File: config.mk
export PLATFORM = sky130hd
export DESIGN_NAME = seven_segment_mux_scanner
export DESIGN_NICKNAME = d
export VERILOG_FILES = /design/src/hdl/ssms_pkg.sv /design/src/hdl/ssms_scan_core.sv /design/src/hdl/seven_segment_mux_scanner.sv
export SDC_FILE = /design/constraint.sdc
export NUM_CORES = 1
export LEC_CHECK = 0
export BUFFER_PORTS_ARGS = -buffer_cell sky130_fd_sc_hd__buf_4
export CAP_MARGIN = 20
export CORE_MARGIN = 10
export CORE_UTILIZATION = 60
export CTS_BUF_LIST = sky130_fd_sc_hd__clkbuf_8
export DETAILED_ROUTE_END_ITERATION = 8
export PLACE_DENSITY = 0.8
export SYNTH_ARGS = -nofsm -noshare
export SYNTH_HDL_FRONTEND = slang
export SYNTH_SLANG_ARGS = --single-unit
export TNS_END_PERCENT = 30
File: constraint.sdc
create_clock -name clk_i -period 4.2 [get_ports clk_i]
set_input_delay 0.42 -clock clk_i [delete_from_list [all_inputs] [get_ports clk_i]]
set_output_delay 0.42 -clock clk_i [all_outputs]
set_load 0.05 [all_outputs]
File: src/hdl/ssms_pkg.sv
`timescale 1ns / 1ps
`default_nettype none

package ssms_pkg;

  localparam int DIGIT_COUNT_DEF = 4;
  localparam int COUNT_W         = 18;
  localparam int FLASH_W         = 16;
  localparam logic [FLASH_W-1:0] FLASH_TICKS_RST = 16'd2000;

  typedef enum logic {
    KIND_TICK  = 1'b0,
    KIND_WRITE = 1'b1
  } kind_e;

  localparam logic [1:0] MODE_NORMAL = 2'd0;
  localparam logic [1:0] MODE_FLASH  = 2'd1;

  localparam logic [7:0] POINT_MASK = 8'h80;

  // Segment patterns, bit0 segment a; symbol 10 is point only, 11-15 blank.
  localparam logic [7:0] SEG_TABLE [16] = '{
    8'h3F, 8'h06, 8'h5B, 8'h4F, 8'h66, 8'h6D, 8'h7D, 8'h07,
    8'h7F, 8'h6F, 8'h80, 8'h00, 8'h00, 8'h00, 8'h00, 8'h00
  };

  typedef struct packed {
    kind_e      kind;
    logic [1:0] digit_index;
    logic [3:0] digit_value;
    logic       digit_point;
    logic [1:0] digit_mode;
  } item_t;

  typedef struct packed {
    logic [1:0] mode;
    logic       point;
    logic [3:0] value;
  } setting_t;

  typedef struct packed {
    logic [7:0] segment_data;
    logic       segment_load;
  } result_t;

  function automatic logic [7:0] pattern_of(setting_t s);
    logic [7:0] p;
    p = SEG_TABLE[s.value];
    if (s.point) begin
      p = p | POINT_MASK;
    end
    return p;
  endfunction

endpackage

`default_nettype wire

File: src/hdl/ssms_scan_core.sv
`timescale 1ns / 1ps
`default_nettype none

module ssms_scan_core #(
  parameter int DIGIT_COUNT = ssms_pkg::DIGIT_COUNT_DEF
) (
  input  wire                                 clk_i,
  input  wire                                 rst_ni,
  input  wire                                 step_i,
  input  wire ssms_pkg::item_t                item_i,
  input  wire logic [ssms_pkg::FLASH_W-1:0]   flash_ticks_i,
  output ssms_pkg::result_t                   result_o,
  output logic [DIGIT_COUNT-1:0]              digit_enables_o
);

  localparam int PHASE_W = $clog2(DIGIT_COUNT + 2);
  localparam int IDX_W   = (DIGIT_COUNT > 1) ? $clog2(DIGIT_COUNT) : 1;
  localparam logic [PHASE_W-1:0] PH_BEGIN = '0;
  localparam logic [PHASE_W-1:0] PH_END   = PHASE_W'(DIGIT_COUNT + 1);
  localparam logic [IDX_W-1:0]   LAST_IDX = IDX_W'(DIGIT_COUNT - 1);

  logic [PHASE_W-1:0]               phase_q, phase_d;
  logic [ssms_pkg::COUNT_W-1:0]     tick_q, tick_d, tick_inc;
  logic                             blink_q, blink_d;
  logic [DIGIT_COUNT-1:0]           drive_q, drive_d;
  ssms_pkg::setting_t               settings_q [DIGIT_COUNT];
  logic [7:0]                       patterns_q [DIGIT_COUNT];

  logic [IDX_W-1:0] cur_idx, prev_idx, wr_idx;
  logic             wr_hit, do_tick, do_write, in_begin, in_end;
  logic [1:0]       cur_mode;

  assign do_tick  = step_i && (item_i.kind == ssms_pkg::KIND_TICK);
  assign do_write = step_i && (item_i.kind == ssms_pkg::KIND_WRITE);
  assign in_begin = (phase_q == PH_BEGIN);
  assign in_end   = (phase_q == PH_END);
  assign tick_inc = tick_q + 1'b1;
  assign cur_idx  = IDX_W'(phase_q - 1'b1);
  assign prev_idx = (cur_idx == '0) ? LAST_IDX : cur_idx - 1'b1;
  assign wr_idx   = IDX_W'(item_i.digit_index);
  assign wr_hit   = (int'(item_i.digit_index) < DIGIT_COUNT);
  assign cur_mode = settings_q[cur_idx].mode;

  always_comb begin
    phase_d  = phase_q;
    tick_d   = tick_q;
    blink_d  = blink_q;
    drive_d  = drive_q;
    result_o = '0;
    if (do_tick) begin
      tick_d = tick_inc;
      if (in_begin) begin
        if (tick_inc < {2'b00, flash_ticks_i}) begin
          blink_d = 1'b1;
        end else if (tick_inc < {1'b0, flash_ticks_i, 1'b0}) begin
          blink_d = 1'b0;
        end else begin
          tick_d = '0;
        end
        phase_d = phase_q + 1'b1;
      end else if (in_end) begin
        drive_d[LAST_IDX] = 1'b0;
        phase_d = PH_BEGIN;
      end else begin
        drive_d[prev_idx] = 1'b0;
        result_o.segment_data = patterns_q[cur_idx];
        result_o.segment_load = 1'b1;
        if (cur_mode == ssms_pkg::MODE_NORMAL ||
            (cur_mode == ssms_pkg::MODE_FLASH && blink_q)) begin
          drive_d[cur_idx] = 1'b1;
        end
        phase_d = phase_q + 1'b1;
      end
    end
  end

  assign digit_enables_o = drive_d;

  always_ff @(posedge clk_i or negedge rst_ni) begin
    if (!rst_ni) begin
      phase_q <= PH_BEGIN;
      tick_q  <= '0;
      blink_q <= 1'b1;
      drive_q <= '0;
    end else begin
      phase_q <= phase_d;
      tick_q  <= tick_d;
      blink_q <= blink_d;
      drive_q <= drive_d;
    end
  end

  always_ff @(posedge clk_i or negedge rst_ni) begin
    if (!rst_ni) begin
      for (int i = 0; i < DIGIT_COUNT; i++) begin
        settings_q[i] <= '0;
        patterns_q[i] <= '0;
      end
    end else begin
      if (do_write && wr_hit) begin
        settings_q[wr_idx] <= '{mode: item_i.digit_mode, point: item_i.digit_point,
                                value: item_i.digit_value};
      end
      if (do_tick && in_begin) begin
        for (int i = 0; i < DIGIT_COUNT; i++) begin
          patterns_q[i] <= ssms_pkg::pattern_of(settings_q[i]);
        end
      end
    end
  end

  // Only one digit is ever driven at a time.
  a_one_digit: assert property (@(posedge clk_i) disable iff (!rst_ni)
    $onehot0(drive_q))
    else $error("more than one digit driven");

  // A segment byte goes out only in a show phase.
  a_load_phase: assert property (@(posedge clk_i) disable iff (!rst_ni)
    result_o.segment_load |-> (!in_begin && !in_end && do_tick))
    else $error("segment load outside show phase");

  // A tick in the end phase wraps the scan back to the begin phase.
  a_wrap: assert property (@(posedge clk_i) disable iff (!rst_ni)
    (do_tick && in_end) |=> (phase_q == PH_BEGIN))
    else $error("scan did not wrap");

  // A write leaves the drive lines alone.
  a_write_quiet: assert property (@(posedge clk_i) disable iff (!rst_ni)
    do_write |=> (drive_q == $past(drive_q)))
    else $error("write changed drive lines");

endmodule

`default_nettype wire

File: src/hdl/seven_segment_mux_scanner.sv
`timescale 1ns / 1ps
`default_nettype none

// Channel      Dir  tdata (low bit up)                        tuser
// s_axis       in   digit_index[1:0] digit_value[5:2]         kind (0 tick, 1 write)
//                   digit_point[6] digit_mode[8:7], pad to 16
// m_axis       out  segment_data[7:0] digit_enables[+DIGIT_COUNT],  segment_load
//                   pad to whole bytes
// cfg          in   cfg_wdata_i = flash_ticks, written when cfg_we_i is high
//
// One beat per clock while m_axis is ready: a beat is captured in the input
// register, then the scan logic runs on it and the result lands in the output
// register, where m_axis_tvalid is raised for it.
// The input register still takes a beat while the output waits, so a stall on
// m_axis backs up at most one beat before s_axis_tready drops.
// Reset clears the scan phase, tick counter, drive lines, digit settings and
// latched patterns, sets the blink phase on and flash_ticks to 2000.

module seven_segment_mux_scanner #(
  parameter int DIGIT_COUNT = ssms_pkg::DIGIT_COUNT_DEF,
  localparam int OutTdataW  = ((8 + DIGIT_COUNT + 7) / 8) * 8
) (
  input  wire                              clk_i,
  input  wire                              rst_ni,
  // configuration: flash_ticks
  input  wire                              cfg_we_i,
  input  wire [ssms_pkg::FLASH_W-1:0]      cfg_wdata_i,
  // input stream
  input  wire                              s_axis_tvalid,
  output logic                             s_axis_tready,
  input  wire [15:0]                       s_axis_tdata,  // index, value, point, mode
  input  wire                              s_axis_tuser,  // kind
  // result stream
  output logic                             m_axis_tvalid,
  input  wire                              m_axis_tready,
  output logic [OutTdataW-1:0]             m_axis_tdata,  // segment_data, digit_enables
  output logic                             m_axis_tuser   // segment_load
);

  logic [ssms_pkg::FLASH_W-1:0] flash_q;
  logic                         in_valid_q;
  ssms_pkg::item_t              in_item_q;
  logic                         out_valid_q;
  ssms_pkg::result_t            out_res_q;
  logic [DIGIT_COUNT-1:0]       out_en_q;

  ssms_pkg::result_t            core_res;
  logic [DIGIT_COUNT-1:0]       core_en;
  logic                         advance;

  // Move a beat into the scan logic when the output slot is free or draining.
  assign advance       = in_valid_q && (!out_valid_q || m_axis_tready);
  assign s_axis_tready = !in_valid_q || advance;

  always_ff @(posedge clk_i or negedge rst_ni) begin
    if (!rst_ni) begin
      flash_q <= ssms_pkg::FLASH_TICKS_RST;
    end else if (cfg_we_i) begin
      flash_q <= cfg_wdata_i;
    end
  end

  always_ff @(posedge clk_i or negedge rst_ni) begin
    if (!rst_ni) begin
      in_valid_q  <= 1'b0;
      out_valid_q <= 1'b0;
    end else begin
      if (s_axis_tready) begin
        in_valid_q <= s_axis_tvalid;
      end
      if (advance) begin
        out_valid_q <= 1'b1;
      end else if (m_axis_tready) begin
        out_valid_q <= 1'b0;
      end
    end
  end

  // Payload registers: hold while stalled, no reset needed.
  always_ff @(posedge clk_i) begin
    if (s_axis_tvalid && s_axis_tready) begin
      in_item_q <= '{kind:        ssms_pkg::kind_e'(s_axis_tuser),
                     digit_index: s_axis_tdata[1:0],
                     digit_value: s_axis_tdata[5:2],
                     digit_point: s_axis_tdata[6],
                     digit_mode:  s_axis_tdata[8:7]};
    end
    if (advance) begin
      out_res_q <= core_res;
      out_en_q  <= core_en;
    end
  end

  ssms_scan_core #(
    .DIGIT_COUNT (DIGIT_COUNT)
  ) u_core (
    .clk_i           (clk_i),
    .rst_ni          (rst_ni),
    .step_i          (advance),
    .item_i          (in_item_q),
    .flash_ticks_i   (flash_q),
    .result_o        (core_res),
    .digit_enables_o (core_en)
  );

  assign m_axis_tvalid = out_valid_q;
  assign m_axis_tdata  = OutTdataW'({out_en_q, out_res_q.segment_data});
  assign m_axis_tuser  = out_res_q.segment_load;

endmodule

`default_nettype wire
==> impl_results.md <==
- Vias per cell: just under 6
- Drt wl/cell: 16.7 um
- Seq pwr share: between 40% and 50%
- WL final: 14700 um
- Hold Path Class: primary input to flop
- Worst IR Drop VDD: roughly 0.42 mV
- Total GRT Usage: 18.7%
- Final worst slack: between 500 and 600 ps
- Cell row count: 39
- First-pass GRT wire length: 24900 um
- Chip width: 128 um
- Worst Clk Skew: 13.0 ps
- Skew-Pair Late Insertion Delay: 450 ps
- DRT Pass-1 Iters: 4
- Arrival @ worst endpoint: 3970 ps
- Comb power frac: between 30 and 40%
- Min Clock Period, post-route: 3660 ps
- Post-synthesis xor/xnor area fraction: 4.25%
- Synthesized area per cell: 10.2 um2
- Final instance area: 7890 um2
- Count leader, synth: nand2_1
- DP Area: 7450 um2
- Clock root buffer: clkbuf_8
- DRC: 0
- PwrDens: between 500 and 600 nW/um2
- Crit path kind: flop to flop
- Cell Area, Synth: 7010 um2
- Fin crit share: ~87%
- Status: complete, no violations
- Asr flop ratio synth: about four fifths
- Synth Area in Compound Gates: 11.8%
- Die footprint: 16400 um2
- Final Max Slew Viols: 0
- N_diodes: 0
- Area leader, netlist: dfrtp_1
- Max Cap Viol: 0
- DR vias: 5094
- Post-Syn Instances: ~700
- DPL Wire Length: 10900 um
- Mux contribution to synthesized area: 7.07%
- Setup_tns: 0 ps
- Chip Height: between 100 and 150 um
- CTS H-tree depth: 4
- IO buf count: 45
- Setup Slack @ Placement: 530 ps
- Pin count of the biggest net entering global routing: 81
- P_leak: around 3.6 nW
- Setup violators final: 0
- Total CTS buffers: 17
- Crit Path Max Fanout: 17
- Top cells by area, synth: dfrtp_1, ha_1, edfxtp_1, nand2_1, o21ai_0
- CP Capture Type: flop
- CP Launch Type: flop
- Nets: 826
- Initial core utilization: 61.4%
- Final hold vios: 0
- Distinct cells, synth: 53
- Seq/Total Area, Yosys: 47.1%
- Clock Path Buffers: 2
- PostCTS Resize Cnt: 0
- Pint: 2.81 mW
- Largest family of logic cells by synthesized area: simple AND/OR/NAND/NOR gates
- Clk slew on worst S/H paths: 80 ps
- Worst EP required: 4510 ps
- Vias in the first global route: 5207
- Post-CTS Setup Inserts: 0
- Top-area cell type share of the netlist area: between 30 and 40%
- Core Area: 11400 um2
- Simple-gate area share of the yosys netlist: 14.7%
- Synthesis-to-finish area growth: 12.5%
- Clock Sinks: 127
- GP Congestion: 0.894
- Post-synthesis adder-cell area fraction: 10.9%
- Worst-Margin Slew: 692 ps
- I/O pin count: 57
- GR Overflow Total: 0
- Layout cells sized above 1: 17.2%
- Switching Share: 35.7%
- Flops & latches, synth: ~130
- Final ANT Viol Nets: 0
- Post-synth EDFFs: 23
- Antenna violations before repair: 0
- CTS tree: built
- First DRT Iteration DRCs: 326
- Sw Pwr: around 1.6 mW
- Post-synth top cells: nand2_1, dfrtp_1, o21ai_0
- Max frequency: between 0.2 and 0.3 GHz
- Clk pwr share: 24.3%
- Slew headroom: 53.5%
- Main synth FF type: dfrtp_1
- YS warnings: 0
- RSZ-0062 raised after global routing: no
==> worst max-delay path: stages (launching register included) <==
cell and delay (ps):
dfrtp_1 440, ha_1 260, nand4_1 200, nor2_1 400, nand4_1 170, xnor2_1 180
ha_1 310, and4_1 220, nand3_1 90, a2111o_1 390, and4_1 220, nor3_4 520
nor2_1 120
==> worst paths after layout <==
path,cells past startpoint,slack [ps],start,end
max,12,540,u_core.tick_q[0],u_core.tick_q[11]
max reg2reg,12,540,u_core.tick_q[0],u_core.tick_q[11]
min reg2reg,2,480,u_core.patterns_q[9],u_core.patterns_q[9]
min,1,150,s_axis_tdata[7],in_item_q[0]
min in group asynchronous,2,330,rst_ni,flash_q[14]
max in group asynchronous,4,2930,rst_ni,u_core.settings_q[25]
==> placed cells by master, fill, tap and decap left out, types with 3 or more instances in the layout <==
| cell type | n |
|---|---|
| xnor2_1 | 20 |
| nand3_1 | 24 |
| and2_1 | 10 |
| xor2_1 | 14 |
| dfstp_2 | 7 |
| o221ai_1 | 5 |
| nand4_1 | 9 |
| nor2_1 | 46 |
| a22o_1 | 3 |
| a21o_1 | 4 |
| o21a_1 | 11 |
| clkinvlp_4 | 4 |
| mux4_2 | 9 |
| buf_4 | 53 |
| clkbuf_8 | 18 |
| and4_1 | 3 |
| dfrtp_1 | 97 |
| a21oi_1 | 19 |
| and3_1 | 4 |
| o211ai_1 | 6 |
| mux2i_1 | 9 |
| inv_1 | 40 |
| a31oi_1 | 7 |
| a211oi_1 | 5 |
| mux2_2 | 18 |
| o21ai_0 | 63 |
| nand2b_1 | 8 |
| edfxtp_1 | 23 |
| conb_1 | 4 |
| nor2b_1 | 4 |
| nand2_1 | 100 |
| bufinv_16 | 3 |
| ha_1 | 61 |
==> final cells by class <==
cell class	instances	area (um2)
Fill cell	883	3530
Clock inverter	14	154
Multi-Input combinational cell	490	3430
Tap cell	143	179
Timing Repair Buffer	55	435
Inverter	36	135
Clock buffer	18	248
Sequential cell	127	3300
==> through the flow <==
stage	hold WS (ps)	cells	power, mW	util [%]
detailed placement	464	849	3.31	65.2
finish	147	883	4.37	69.1
CTS	124	881	4.39	68.7
global route	121	883	4.64	69.1
floorplan	124	687	2.88	-
global placement	446	849	3.23	65.2
==> sequential cells by signal, summed over array words and instances (netlist names) <==
signal / cells
u_core.patterns_q: 32
u_core.phase_q: 3
in_valid_q: 1
u_core.tick_q: 18
flash_q: 16
out_en_q: 4
m_axis_tdata: 8
in_item_q: 10
m_axis_tuser: 1
m_axis_tvalid: 1
u_core.drive_q: 4
u_core.settings_q: 28
u_core.blink_q: 1
==> power by group through the flow <==
stage / combinational (mW) / sequential [mW] / clock [mW]
floorplan: 1.01 / 1.86 / 0
detailed placement: 1.41 / 1.90 / 0
global placement: 1.35 / 1.88 / 0
CTS: 1.43 / 1.88 / 1.08
finish: 1.42 / 1.88 / 1.06
global route: 1.59 / 1.92 / 1.13
==> logic make-up (layout without fill, tap and decap cells) <==
| family | count (synthesis) | in the layout |
|---|---|---|
| AND/OR/NAND/NOR | 221 | 221 |
| AO/OA/AOI/OAI | 134 | 134 |
| buffers and inverters | 70 | 123 |
| flip-flops | 127 | 127 |
| adder cells (fa/ha/maj) | 61 | 61 |
| XOR/XNOR | 34 | 34 |
| other | 1 | 4 |
| multiplexers | 36 | 36 |
==> metal layers <==
| metal | GRT usage, % | vias up | wire length [um] |
|---|---|---|---|
| li1 | - | 2462 | - |
| met1 | 21.4 | 2506 | 6090 |
| met2 | 32.9 | 95 | 7820 |
| met3 | 4.22 | 31 | 505 |
| met4 | 7.62 | 0 | 338 |
| met5 | 0 | - | 0 |
==> what timing repair did <==
item / 4_1_cts / 5_1_grt
hold buffers: 0 / 1
setup endpoints to repair: 0 / 0
hold endpoints to repair: 0 / 6
Note: power is estimated with default switching activity, not from simulation.
